## src/dbpu_pkg.sv

```systemverilog
// Shared types and constants for the debug pause breakpoint unit.
`default_nettype none

package dbpu_pkg;

    localparam int BP_SLOTS_DEF = 16;
    localparam int FUNC_W       = 8;
    localparam int LINE_W       = 16;
    localparam int INSTR_W      = 16;

    typedef enum logic [2:0] {
        OP_INSTR      = 3'd0,
        OP_ADD_BP     = 3'd1,
        OP_REMOVE_BP  = 3'd2,
        OP_CLEAR_BPS  = 3'd3,
        OP_REQ_PAUSE  = 3'd4,
        OP_CONTINUE   = 3'd5,
        OP_STEP       = 3'd6,
        OP_SET_ENABLE = 3'd7
    } t_op;

    typedef enum logic [1:0] {
        REASON_NONE   = 2'd0,
        REASON_MANUAL = 2'd1,
        REASON_STEP   = 2'd2,
        REASON_BP     = 2'd3
    } t_reason;

    // Per-word control broadcast to every breakpoint cell.
    typedef struct packed {
        logic              add_we;
        logic              rem_we;
        logic [LINE_W-1:0] key;
    } t_cell_ctrl;

endpackage

`default_nettype wire

```

## src/dbpu_bp_cell.sv

```systemverilog
// One breakpoint table slot: holds a line, compares it and shifts on removal.
`default_nettype none

module dbpu_bp_cell
    import dbpu_pkg::*;
(
    input  wire logic              i_clk,
    input  wire t_cell_ctrl        i_ctrl,
    input  wire logic              i_occupied,
    input  wire logic              i_tail,
    input  wire logic              i_found,
    input  wire logic [LINE_W-1:0] i_next_line,
    output logic      [LINE_W-1:0] o_line,
    output logic                   o_found
);

    logic [LINE_W-1:0] r_line;
    logic [LINE_W-1:0] n_line;
    logic              w_hit;

    assign w_hit   = i_occupied && (r_line == i_ctrl.key);
    assign o_found = i_found || w_hit;
    assign o_line  = r_line;

    // A removal pulls the neighbour's line into every slot from the hit onwards.
    always_comb begin
        n_line = r_line;
        if (i_ctrl.add_we && i_tail) begin
            n_line = i_ctrl.key;
        end else if (i_ctrl.rem_we && o_found) begin
            n_line = i_next_line;
        end
    end

    always_ff @(posedge i_clk) begin
        r_line <= n_line;
    end

endmodule

`default_nettype wire

```

## src/dbpu_bp_table.sv

```systemverilog
// Row of breakpoint cells with the match chain running along it.
`default_nettype none

module dbpu_bp_table
    import dbpu_pkg::*;
#(
    parameter int BREAKPOINT_SLOTS = BP_SLOTS_DEF,
    localparam int CNT_W = $clog2(BREAKPOINT_SLOTS + 1)
)
(
    input  wire logic             i_clk,
    input  wire t_cell_ctrl       i_ctrl,
    input  wire logic [CNT_W-1:0] i_count,
    output logic                  o_hit
);

    logic [LINE_W-1:0]       w_line  [BREAKPOINT_SLOTS];
    logic [BREAKPOINT_SLOTS:0] w_found;

    assign w_found[0] = 1'b0;
    assign o_hit      = w_found[BREAKPOINT_SLOTS];

    for (genvar g = 0; g < BREAKPOINT_SLOTS; g++) begin : g_cell
        logic [LINE_W-1:0] w_next;

        if (g == BREAKPOINT_SLOTS - 1) begin : g_last
            assign w_next = w_line[g];
        end else begin : g_mid
            assign w_next = w_line[g+1];
        end

        dbpu_bp_cell u_cell (
            .i_clk       (i_clk),
            .i_ctrl      (i_ctrl),
            .i_occupied  (i_count > CNT_W'(g)),
            .i_tail      (i_count == CNT_W'(g)),
            .i_found     (w_found[g]),
            .i_next_line (w_next),
            .o_line      (w_line[g]),
            .o_found     (w_found[g+1])
        );
    end

endmodule

`default_nettype wire

```

## src/debug_pause_breakpoint_unit_top.sv

```systemverilog
// Top level of the debug pause breakpoint unit.
// The result of an accepted word is registered in the output register.
// Throughput: one word per cycle; the breakpoint match ripples along the cell row
// within that cycle, and a new word is taken when the output register is empty or
// its word leaves in the same cycle.
// Reset (synchronous, active low) clears all control flags, locations and the table count;
// the result payload and table slots hold no reset value; slots are never read beyond the count.
`default_nettype none

module debug_pause_breakpoint_unit_top
    import dbpu_pkg::*;
#(
    parameter int BREAKPOINT_SLOTS = BP_SLOTS_DEF
)
(
    input  wire logic               i_clk,
    input  wire logic               i_rst_n,
    input  wire logic               i_valid,
    output logic                    o_ready,
    input  wire logic [2:0]         i_op,
    input  wire logic [FUNC_W-1:0]  i_function_id,
    input  wire logic [LINE_W-1:0]  i_line,
    input  wire logic [INSTR_W-1:0] i_instr_index,
    input  wire logic               i_enable_flag,
    output logic                    o_valid,
    input  wire logic               i_ready,
    output logic                    o_pause_now,
    output logic [1:0]              o_pause_reason,
    output logic                    o_is_paused,
    output logic                    o_add_dropped
);

    localparam int CNT_W = $clog2(BREAKPOINT_SLOTS + 1);

    logic               r_enabled, n_enabled;
    logic               r_paused, n_paused;
    logic               r_step_mode, n_step_mode;
    logic               r_pending, n_pending;
    t_reason            r_held_reason, n_held_reason;
    logic [FUNC_W-1:0]  r_held_func, n_held_func;
    logic [LINE_W-1:0]  r_held_line, n_held_line;
    logic [INSTR_W-1:0] r_held_instr, n_held_instr;
    logic               r_ss_valid, n_ss_valid;
    logic [FUNC_W-1:0]  r_ss_func, n_ss_func;
    logic [LINE_W-1:0]  r_ss_line, n_ss_line;
    logic               r_skip_valid, n_skip_valid;
    logic               r_skip_whole, n_skip_whole;
    logic [FUNC_W-1:0]  r_skip_func, n_skip_func;
    logic [LINE_W-1:0]  r_skip_line, n_skip_line;
    logic [INSTR_W-1:0] r_skip_instr, n_skip_instr;
    logic [CNT_W-1:0]   r_count, n_count;
    logic               r_out_valid, n_out_valid;

    logic       w_fire;
    logic       w_hit;
    logic       w_skipped;
    t_op        w_op;
    t_reason    w_reason;
    logic       w_dropped;
    t_cell_ctrl w_ctrl;

    assign o_ready = !r_out_valid || i_ready;
    assign o_valid = r_out_valid;
    assign w_fire  = i_valid && o_ready;
    assign w_op    = t_op'(i_op);

    dbpu_bp_table #(
        .BREAKPOINT_SLOTS (BREAKPOINT_SLOTS)
    ) u_table (
        .i_clk   (i_clk),
        .i_ctrl  (w_ctrl),
        .i_count (r_count),
        .o_hit   (w_hit)
    );

    assign w_skipped = r_skip_valid && (r_skip_func == i_function_id) &&
                       (r_skip_line == i_line) &&
                       (r_skip_whole || (r_skip_instr == i_instr_index));

    always_comb begin
        n_enabled     = r_enabled;
        n_paused      = r_paused;
        n_step_mode   = r_step_mode;
        n_pending     = r_pending;
        n_held_reason = r_held_reason;
        n_held_func   = r_held_func;
        n_held_line   = r_held_line;
        n_held_instr  = r_held_instr;
        n_ss_valid    = r_ss_valid;
        n_ss_func     = r_ss_func;
        n_ss_line     = r_ss_line;
        n_skip_valid  = r_skip_valid;
        n_skip_whole  = r_skip_whole;
        n_skip_func   = r_skip_func;
        n_skip_line   = r_skip_line;
        n_skip_instr  = r_skip_instr;
        n_count       = r_count;
        w_reason      = REASON_NONE;
        w_dropped     = 1'b0;
        w_ctrl.add_we = 1'b0;
        w_ctrl.rem_we = 1'b0;
        w_ctrl.key    = i_line;

        if (w_fire) begin
            case (w_op)
                OP_INSTR: begin
                    if (r_enabled && !r_paused && !w_skipped) begin
                        n_skip_valid = 1'b0;
                        n_skip_whole = 1'b0;
                        n_skip_func  = '0;
                        n_skip_line  = '0;
                        n_skip_instr = '0;
                        if (r_pending) begin
                            w_reason  = REASON_MANUAL;
                            n_pending = 1'b0;
                        end else if (r_step_mode) begin
                            // The step completes off the recorded step line and function.
                            if (!(r_ss_valid && (r_ss_line == i_line) &&
                                  (r_ss_func == i_function_id))) begin
                                w_reason    = REASON_STEP;
                                n_step_mode = 1'b0;
                            end
                        end else if ((i_line != '0) && w_hit) begin
                            w_reason = REASON_BP;
                        end
                        if (w_reason != REASON_NONE) begin
                            n_paused      = 1'b1;
                            n_held_reason = w_reason;
                            n_held_func   = i_function_id;
                            n_held_line   = i_line;
                            n_held_instr  = i_instr_index;
                        end
                    end
                end
                OP_ADD_BP: begin
                    if ((i_line != '0) && !w_hit) begin
                        if (r_count < CNT_W'(BREAKPOINT_SLOTS)) begin
                            w_ctrl.add_we = 1'b1;
                            n_count       = r_count + CNT_W'(1);
                        end else begin
                            w_dropped = 1'b1;
                        end
                    end
                end
                OP_REMOVE_BP: begin
                    if (w_hit) begin
                        w_ctrl.rem_we = 1'b1;
                        n_count       = r_count - CNT_W'(1);
                    end
                end
                OP_CLEAR_BPS: begin
                    n_count = '0;
                end
                OP_REQ_PAUSE: begin
                    if (r_enabled) begin
                        n_pending = 1'b1;
                    end
                end
                OP_CONTINUE: begin
                    if (r_paused) begin
                        n_skip_valid  = (r_held_line != '0);
                        n_skip_whole  = (r_held_reason == REASON_BP);
                        n_skip_func   = r_held_func;
                        n_skip_line   = r_held_line;
                        n_skip_instr  = r_held_instr;
                        n_paused      = 1'b0;
                        n_pending     = 1'b0;
                        n_step_mode   = 1'b0;
                        n_held_reason = REASON_NONE;
                        n_held_func   = '0;
                        n_held_line   = '0;
                        n_held_instr  = '0;
                    end
                end
                OP_STEP: begin
                    n_step_mode = 1'b1;
                    n_pending   = 1'b0;
                    if (r_paused) begin
                        n_skip_valid  = (r_held_line != '0);
                        n_skip_whole  = 1'b0;
                        n_skip_func   = r_held_func;
                        n_skip_line   = r_held_line;
                        n_skip_instr  = r_held_instr;
                        n_ss_valid    = 1'b1;
                        n_ss_func     = r_held_func;
                        n_ss_line     = r_held_line;
                        n_paused      = 1'b0;
                        n_held_reason = REASON_NONE;
                        n_held_func   = '0;
                        n_held_line   = '0;
                        n_held_instr  = '0;
                    end
                end
                OP_SET_ENABLE: begin
                    n_enabled     = i_enable_flag;
                    n_paused      = 1'b0;
                    n_step_mode   = 1'b0;
                    n_pending     = 1'b0;
                    n_held_reason = REASON_NONE;
                    n_held_func   = '0;
                    n_held_line   = '0;
                    n_held_instr  = '0;
                    n_ss_valid    = 1'b0;
                    n_ss_func     = '0;
                    n_ss_line     = '0;
                    n_skip_valid  = 1'b0;
                    n_skip_whole  = 1'b0;
                    n_skip_func   = '0;
                    n_skip_line   = '0;
                    n_skip_instr  = '0;
                    if (!i_enable_flag) begin
                        n_count = '0;
                    end
                end
                default: begin
                end
            endcase
        end
    end

    always_comb begin
        n_out_valid = r_out_valid;
        if (w_fire) begin
            n_out_valid = 1'b1;
        end else if (i_ready) begin
            n_out_valid = 1'b0;
        end
    end

    always_ff @(posedge i_clk) begin
        if (!i_rst_n) begin
            r_enabled     <= 1'b0;
            r_paused      <= 1'b0;
            r_step_mode   <= 1'b0;
            r_pending     <= 1'b0;
            r_held_reason <= REASON_NONE;
            r_held_func   <= '0;
            r_held_line   <= '0;
            r_held_instr  <= '0;
            r_ss_valid    <= 1'b0;
            r_ss_func     <= '0;
            r_ss_line     <= '0;
            r_skip_valid  <= 1'b0;
            r_skip_whole  <= 1'b0;
            r_skip_func   <= '0;
            r_skip_line   <= '0;
            r_skip_instr  <= '0;
            r_count       <= '0;
            r_out_valid   <= 1'b0;
        end else begin
            r_enabled     <= n_enabled;
            r_paused      <= n_paused;
            r_step_mode   <= n_step_mode;
            r_pending     <= n_pending;
            r_held_reason <= n_held_reason;
            r_held_func   <= n_held_func;
            r_held_line   <= n_held_line;
            r_held_instr  <= n_held_instr;
            r_ss_valid    <= n_ss_valid;
            r_ss_func     <= n_ss_func;
            r_ss_line     <= n_ss_line;
            r_skip_valid  <= n_skip_valid;
            r_skip_whole  <= n_skip_whole;
            r_skip_func   <= n_skip_func;
            r_skip_line   <= n_skip_line;
            r_skip_instr  <= n_skip_instr;
            r_count       <= n_count;
            r_out_valid   <= n_out_valid;
        end
    end

    // Result word payload; only loaded when a new word is taken in.
    always_ff @(posedge i_clk) begin
        if (w_fire) begin
            o_pause_now    <= (w_reason != REASON_NONE);
            o_pause_reason <= w_reason;
            o_is_paused    <= n_paused;
            o_add_dropped  <= w_dropped;
        end
    end

endmodule

`default_nettype wire
```

## config.mk

```make
export PLATFORM = sky130hd
export DESIGN_NAME = debug_pause_breakpoint_unit_top
export DESIGN_NICKNAME = d
export VERILOG_FILES = /design/src/dbpu_pkg.sv /design/src/dbpu_bp_cell.sv /design/src/dbpu_bp_table.sv /design/src/debug_pause_breakpoint_unit_top.sv
export SDC_FILE = /design/constraint.sdc
export NUM_CORES = 1
export LEC_CHECK = 0
export BUFFER_PORTS_ARGS = -buffer_cell sky130_fd_sc_hd__buf_2
export CAP_MARGIN = 20
export CORE_ASPECT_RATIO = 0.7
export CORE_MARGIN = 1
export CORE_UTILIZATION = 35
export CTS_CLUSTER_SIZE = 14
export DETAILED_ROUTE_END_ITERATION = 8
export PLACE_DENSITY = 0.52
export SETUP_SLACK_MARGIN = 0.3
export SYNTH_ARGS = -nofsm -noshare
export SYNTH_HDL_FRONTEND = slang
export SYNTH_SLANG_ARGS = --single-unit
```

## constraint.sdc

```tcl
create_clock -name i_clk -period 5.2 [get_ports i_clk]
set_input_delay 1.04 -clock i_clk [delete_from_list [all_inputs] [get_ports i_clk]]
set_output_delay 1.04 -clock i_clk [all_outputs]
set_load 0.01 [all_outputs]
```

==> results.md, run 1 <==
- First-pass GRT wire length: around 89 mm
- Clk sinks: 380
- Yosys reg bits: 380
- Diode count: 0
- Routability cong.: roughly 0.93
- Reg2Reg Launch Point: r_count[1]$_SDFFE_PN0P_
- Power density over cell area: 293 mW/mm²
- Worst Max-Slew Pin Slew: 1.09 ns
- Root Buffer Master: clkbuf_16
- Port Buffer Count: 54
- CTS H-Tree Depth: 2
- Final net count: 1,825
- Switching share of power: 0.238
- Vias per cell: 5.42
- Initial antenna violation count: 0
- Via count: ~14,000
- Data required, critical path: 5.44 ns
- Largest net degree at the start of global routing: 74
- DRT Wirelength: slightly below 60 mm
- Max Cap Violations: 0
- Place WS: 0.247 ns
- Post-route insts no fill: 2,551
- Core Box Area: 0.0571 mm²
- Post-DP HPWL: 40.7 mm
- Final setup viols: 0
- Clock power frac: 0.450
- EDFF count, synth: 261
- Leakage power: around 8.0 nW
- Initial Util: 0.356
- Filler instances: 5,340
- Clock buffer depth: 3
- Iteration-0 DRC count of the detailed router: 1,565
- P_int: 0.00513 W
- Warnings from Yosys: 0
- Hold slack: 0.461 ns
- Hold Vio Cnt, Final: 0
- Reg area: 0.0102 mm²
- Outcome: finished, final reports clean
- DRC viols: 0
- Layout cells sized above 1: 0.155
- Comb pwr share: 0.071
- Most common cell after layout, fill and taps aside: edfxtp_1
- Hold Path Origin: r_held_instr[6]$_SDFFE_PN0P_
- Placed insts: 2,479
- Sequential share of the synthesized area: 0.503
- CP Launch Type: flip-flop
- Layout area overhead: 13.0%
- Mapped Area: approximately 0.02 mm²
- Synth cell types: 70
- CP Max Fanout: 16
- Seq pwr share: 0.479
- RSZ-0062 raised after global routing: false
- Slew Limit Fails: 0
- Relative slew slack: 0.274
- Mapped Cells: 1,740
- Ys flop type: edfxtp_1
- Total gr overflow: 0
- CTS tree: yes
- Multi-input combinational cell area: 0.00935 mm²
- Final TNS setup: 0 ns
- Synth async-reset ratio: 0
- Final critical-path required period: ~4.6 ns
- CTS buffer count: 41
- Area of the die: 0.0591 mm²
- Worst skew pair latency: 0.57 ns
- Die width: 290 µm
- Most frequent cells in the layout: edfxtp_1 (261), xor2_1 (194), mux2_1 (179)
- Pre-Repair DR Iteration Count: 5
- Crit path capture type: flip-flop
- Hold Crit Class: reg -> reg
- Worst ir drop on vdd: 0.238 mV
- Max Freq: 0.218 GHz
- Avg Cell Area, Syn: 11.7 µm²
- Cell row count: 73
- NetSw: 0.00160 W
- DIE HEIGHT: 204 µm
- Clock-pin slew on the worst setup and hold paths: around 0.06 ns
- Final instance area: 0.0230 mm²
- Post_cts resized: 0
- Io pins: 55
- Final WS setup: 0.605 ns
- Routed length per instance: 23.4 µm
- Area after DPL: 0.0216 mm²
- Syn Nets: 1,793
- Setup Buffers After CTS: 0
- Crit. Startpoint: r_count[1]$_SDFFE_PN0P_
- Vias in the first global route: roughly 13,000
- Clk_skew: 0.0295 ns
- GRT Total Usage: 0.200
- Worst EP arrival: 4.83 ns
- Kind of critical path: reg -> reg
- CTS Hold Bufs: 0
- Final ANT Viol Nets: 0
- Period Utilization, post-route: 0.884
[cell usage after synthesis (5+ instances only)]
cell / count / area (µm²)
a21o_1: 6 / 45.0
a21oi_1: 62 / 310
a22oi_1: 25 / 188
a31oi_1: 6 / 37.5
and2_1: 5 / 31.3
and3_1: 10 / 62.6
buf_1: 9 / 33.8
buf_2: 37 / 185
buf_4: 21 / 158
buf_6: 11 / 124
clkbuf_1: 64 / 240
dfxtp_1: 119 / 2380
edfxtp_1: 261 / 7840
ha_1: 5 / 62.6
inv_1: 15 / 56.3
mux2_1: 179 / 2020
mux2_2: 52 / 586
mux2_4: 9 / 135
mux2i_1: 42 / 420
nand2_1: 149 / 559
nand3_1: 63 / 315
nand4_1: 38 / 238
nor2_1: 52 / 195
nor3_1: 17 / 85.1
nor4_1: 68 / 425
o21ai_0: 23 / 115
o21bai_1: 6 / 45.0
xnor2_1: 126 / 1100
xor2_1: 194 / 1700
[routing by layer]
layer  GRT usage  vias to the layer above  share of wire
met5           0                        -              0
met4      0.0357                        0          0.015
met3      0.0472                       62          0.080
met2       0.248                      492           0.37
met1       0.336                     6944           0.54
li1            -                     6339              -
[sequential cells by signal (all words and copies together) (netlist names), 2 cells and up]
| signal | count |
|---|---|
| r_held_line | 16 |
| u_table.g_cell.u_cell.o_line | 256 |
| r_skip_line | 16 |
| r_ss_func | 8 |
| r_held_func | 8 |
| r_count | 5 |
| r_skip_instr | 16 |
| r_ss_line | 16 |
| r_held_reason | 2 |
| r_skip_func | 8 |
| r_held_instr | 16 |
| o_pause_reason | 2 |
[power groups by stage]
stage / clock network (W) / logic, W / registers, W
after floorplan: 0 / 0.000301 / 0.00328
after global placement: 0 / 0.000468 / 0.00329
after detailed placement: 0 / 0.000470 / 0.00329
after CTS: 0.00308 / 0.000472 / 0.00322
after global routing: 0.00321 / 0.000508 / 0.00323
final: 0.00303 / 0.000477 / 0.00323
[metrics by stage]
stage	power (W)	util
floorplan	0.00358	-
global placement	0.00376	0.378
detailed placement	0.00376	0.378
CTS	0.00678	0.402
global route	0.00694	0.402
finish	0.00673	0.402
[worst max-delay path: stages (launching register included)]
cell and delay [ns]:
dfxtp_1 0.65, inv_1 0.30, ha_1 0.26, buf_4 0.17, o21ba_1 0.24, nand2_1 0.10
a2111oi_1 1.00, a311oi_1 0.25, nand4bb_2 0.27, nor2_1 0.10, or2_2 0.45, o21bai_1 0.19
buf_4 0.28
[final timing paths]
| check | cells after the start | to | slack, ns |
|---|---|---|---|
| worst max-delay path | 12 | u_table.g_cell[14].u_cell.o_line[5]$_DFFE_PP_ | 0.60 |
| worst max register to register | 12 | u_table.g_cell[14].u_cell.o_line[5]$_DFFE_PP_ | 0.60 |
| worst min-delay path | 2 | r_held_instr[6]$_SDFFE_PN0P_ | 0.46 |
| worst min register to register | 2 | r_held_instr[6]$_SDFFE_PN0P_ | 0.46 |
[final cells by class]
class | count | share of cell area
Tap cell | 750 | 0.0409
Sequential cell | 380 | 0.445
Inverter | 16 | 0.00262
Timing Repair Buffer | 131 | 0.0446
Clock buffer | 56 | 0.0503
Clock inverter | 16 | 0.00943
Multi-Input combinational cell | 1202 | 0.407
[cell families (layout without fill, tap and decap cells)]
logic type	after synthesis	in the layout	share of synthesized area
AO/OA/AOI/OAI	165	165	0.0514
XOR/XNOR	320	320	0.138
adder cells (fa/ha/maj)	5	5	0.00308
buffers and inverters	158	219	0.0394
flip-flops	380	380	0.503
multiplexers	282	282	0.155
AND/OR/NAND/NOR	430	430	0.110
No activity file was read; power rests on OpenSTA's default activity.
==> run 2, diff against run 1 <==
--- a/config.mk
+++ b/config.mk
@@ -5,6 +5,7 @@
 export SDC_FILE = /design/constraint.sdc
 export NUM_CORES = 1
 export LEC_CHECK = 0
+export ABC_AREA = 1
 export BUFFER_PORTS_ARGS = -buffer_cell sky130_fd_sc_hd__buf_2
 export CAP_MARGIN = 20
 export CORE_ASPECT_RATIO = 0.7
==> run 2 against run 1 <==
  * Setup slack improved by 0.18 ns
  * Maximum frequency grew 4.1%
  * Sequential share of layout area increased by 0.056 points
  * Clock power down 3%
  * Sequential cell count is the same
  * Non-clock buffer count is 27 higher
  * Global-route usage rose by 2.1 points
  * Synthesized cell count grew 39%
  * Clock skew rose by 0.0065 ns
  * Via count grew 23%
  * Highest routed layer is now met5
==> results.md, run 2 <==
- CTS tree: yes
- Post-DP HPWL: 46.3 mm (+14%)
- Final TNS setup: 0 ns (unchanged)
- Final setup viols: 0 (unchanged)
- Cell taking the most area after synthesis: edfxtp_1
- Period Utilization, post-route: 0.849 (-0.0348)
- Max incr delay on CP: 0.44 ns (-0.56 ns)
- CTS Hold Bufs: 0 (unchanged)
- Port Buffer Count: 54 (unchanged)
- Data required, critical path: 5.43 ns (about the same)
- Relative slew slack: 0.321 (+0.0476)
- DIE HEIGHT: 203 µm (-0.29%)
- Yosys reg bits: 380 (unchanged)
- Outcome: finished, final reports clean
- Hold Crit Class: reg -> reg
- Core Box Area: 0.0569 mm² (-0.32%)
- Routed length per instance: 20.2 µm (-14%)
- DRC viols: 0 (unchanged)
- Top post-synthesis cells by count: nand2_1 (655), edfxtp_1 (261), nor2_1 (169)
- Kind of critical path: reg -> reg
- Seq pwr share: 0.478 (about the same)
- CTS H-Tree Depth: 2 (unchanged)
- Iteration-0 DRC count of the detailed router: 2,098 (+34%)
- CP Max Fanout: 17 (+1)
- CP Launch Type: flip-flop
- Crit path capture type: flip-flop
- Root Buffer Master: clkbuf_16
- Most frequent cells in the layout: nand2_1 (655), edfxtp_1 (261), nor2_1 (168)
- Max Freq: 0.227 GHz (+4.1%)
- DRT Wirelength: 65.3 mm (+9.6%)
- Worst skew pair latency: 0.57 ns (about the same)
- GRT Total Usage: 0.221 (+0.0205)
- Layout cells sized above 1: 0.115 (-0.0398)
- Clk_skew: 0.0360 ns (+0.00650 ns)
- RSZ-0062 raised after global routing: false
- Final WS setup: 0.786 ns (+0.181 ns)
- Switching share of power: 0.252 (+0.0141)
- Initial antenna violation count: 4 (+4)
- Final critical-path required period: 4.41 ns (-0.181 ns)
- Clock-pin slew on the worst setup and hold paths: 0.07 ns (about the same)
- Pre-Repair DR Iteration Count: 5 (unchanged)
- Area of the die: 0.0587 mm² (-0.58%)
- Multi-input combinational cell area: 0.00881 mm² (-5.8%)
- Largest net degree at the start of global routing: 84 (+14%)
- Initial Util: 0.355 (-0.000946)
- Via count: 17,000 (+23%)
- Vias in the first global route: 15,300 (+14%)
- First-pass GRT wire length: 97.3 mm (+8.7%)
- Final net count: 2,506 (+37%)
- Critical path's top delay family: simple AND/OR/NAND/NOR gates
- Routability cong.: 0.922 (-0.46%)
- Power density over cell area: 300 mW/mm² (+2.2%)
- Clock power frac: 0.429 (-0.021)
- Filler instances: 5,672 (+6.2%)
- Comb pwr share: 0.093 (+0.022)
- CTS buffer count: 41 (unchanged)
- Synth top area cells: edfxtp_1 (39%), nand2_1 (12%), dfxtp_1 (12%), xnor2_1 (4.7%), xor2_1 (4.2%)
- Ys flop type: edfxtp_1
- Critical-path cell list: inv_2, ha_1, nand3_1, nand3_1, nor2_1, nand3_1, nand4_1, nor2_2, nand4_1, nor2_2, nand4_1, nor2_2, nand4_1, inv_2, nand3_2, nor2_8, nand3_1, buf_4, o21ai_1, buf_4
- Final ANT Viol Nets: 0 (unchanged)
- Clock buffer depth: 3 (unchanged)
- Reg area: 0.0102 mm² (unchanged)
- Post-synth top area share: 0.388 (+0.00227)
- Crit-path slowest cell: dfxtp_1
- Syn Nets: 2,467 (+38%)
- Mapped Area: 0.0202 mm² (-0.58%)
- Vias per cell: 5.26 (-3.0%)
- Synth cell types: 46 (-34%)
- Count leader, synth: nand2_1
- Sequential share of the synthesized area: 0.506 (+0.00296)
- Layout area overhead: 13.5%
- Io pins: 55 (unchanged)
- Total gr overflow: 0 (unchanged)
- Mapped Cells: 2,414 (+39%)
- Most common cell after layout, fill and taps aside: nand2_1
- P_int: 0.00514 W (+0.15%)
- Avg Cell Area, Syn: 8.37 µm² (-28%)
- Slew Limit Fails: 0 (unchanged)
- Hold Vio Cnt, Final: 0 (unchanged)
- NetSw: 0.00173 W (+8.1%)
- Warnings from Yosys: 0 (unchanged)
- Worst ir drop on vdd: 0.180 mV (-24%)
- WP buf/inv: 4 (+1)
- Worst EP arrival: 4.64 ns (-0.19 ns)
- Max FFs per register: 256 (unchanged)
- Place WS: 0.297 ns (+0.0503 ns)
- Clk sinks: 380 (unchanged)
- Leakage power: 9.08 nW (+14%)
- Max Cap Violations: 0 (unchanged)
- EDFF count, synth: 261 (unchanged)
- Cell row count: 73 (unchanged)
- Synth async-reset ratio: 0 (unchanged)
- Worst Max-Slew Pin Slew: 1.02 ns (-0.0686 ns)
- Die width: 289 µm (-0.29%)
==> run 2: layout make-up <==
class,instances,share of cell area
clock buffers,56,0.0517
multi-input cells,1731,0.384
clock inverters,18,0.00644
well taps,750,0.0409
flip-flops and latches,380,0.446
diodes,1,0.000109
inverters,141,0.0231
repair buffers,158,0.0480
==> run 2: logic make-up after synthesis <==
| logic type | share of synthesized area |
|---|---|
| buf+inv | 0.0601 |
| flops | 0.506 |
| compound gates | 0.115 |
| xor+xnor | 0.0884 |
| fa+ha+maj | 0.00310 |
| simple gates | 0.228 |
==> run 2: repair_timing <==
action	in CTS	in global routing
gates resized for setup	0	3
buffers inserted	0	4
setup endpoints to repair	0	24
==> run 2: worst min-delay path, delay by kind of cell (launching register included) <==
| kind | cells | cell delay, ns |
|---|---|---|
| DFF | 1 | 0.31 |
| and+or+nand+nor | 1 | 0.06 |
| AOI/OAI and AO/OA | 1 | 0.05 |
==> run 2: per-layer routing <==
layer,vias up,GRT usage,routed length [µm]
met5,-,0,13
met4,2,0.0427,922
met3,76,0.0511,6420
met2,687,0.290,25200
met1,8106,0.357,32700
li1,8157,-,-
==> run 2: path summary, 6_finish.rpt <==
| kind | from | endpoint | slack (ns) | depth (start not counted) |
|---|---|---|---|---|
| worst min register to register | r_ss_func[0]$_SDFFE_PN0P_ | r_ss_func[0]$_SDFFE_PN0P_ | 0.47 | 2 |
| worst max register to register | r_count[0]$_SDFFE_PN0P_ | u_table.g_cell[14].u_cell.o_line[0]$_DFFE_PP_ | 0.79 | 20 |
| worst min-delay path | r_ss_func[0]$_SDFFE_PN0P_ | r_ss_func[0]$_SDFFE_PN0P_ | 0.47 | 2 |
| worst max-delay path | r_count[0]$_SDFFE_PN0P_ | u_table.g_cell[14].u_cell.o_line[0]$_DFFE_PP_ | 0.79 | 20 |
==> run 2: metrics by stage <==
| stage | power (W) | utilization | area [µm²] | instances | hold WS (ns) |
|---|---|---|---|---|---|
| 2_1_floorplan | 0.00373 | - | 20200 | 2414 | 0.437 |
| 3_3_place_gp | 0.00397 | 0.379 | 21600 | 3156 | 0.450 |
| 3_5_place_dp | 0.00397 | 0.379 | 21600 | 3156 | 0.463 |
| 4_1_cts | 0.00692 | 0.402 | 22900 | 3230 | 0.474 |
| 5_1_grt | 0.00710 | 0.403 | 22900 | 3234 | 0.487 |
| 6_report | 0.00687 | 0.403 | 22900 | 3235 | 0.472 |
==> run 2: power groups by stage <==
| stage | Combinational (W) | Sequential [W] | Clock (W) |
|---|---|---|---|
| after floorplan | 0.000403 | 0.00333 | 0 |
| after global placement | 0.000624 | 0.00334 | 0 |
| after detailed placement | 0.000629 | 0.00334 | 0 |
| after CTS | 0.000632 | 0.00328 | 0.00301 |
| after global routing | 0.000699 | 0.00328 | 0.00312 |
| final | 0.000641 | 0.00328 | 0.00295 |
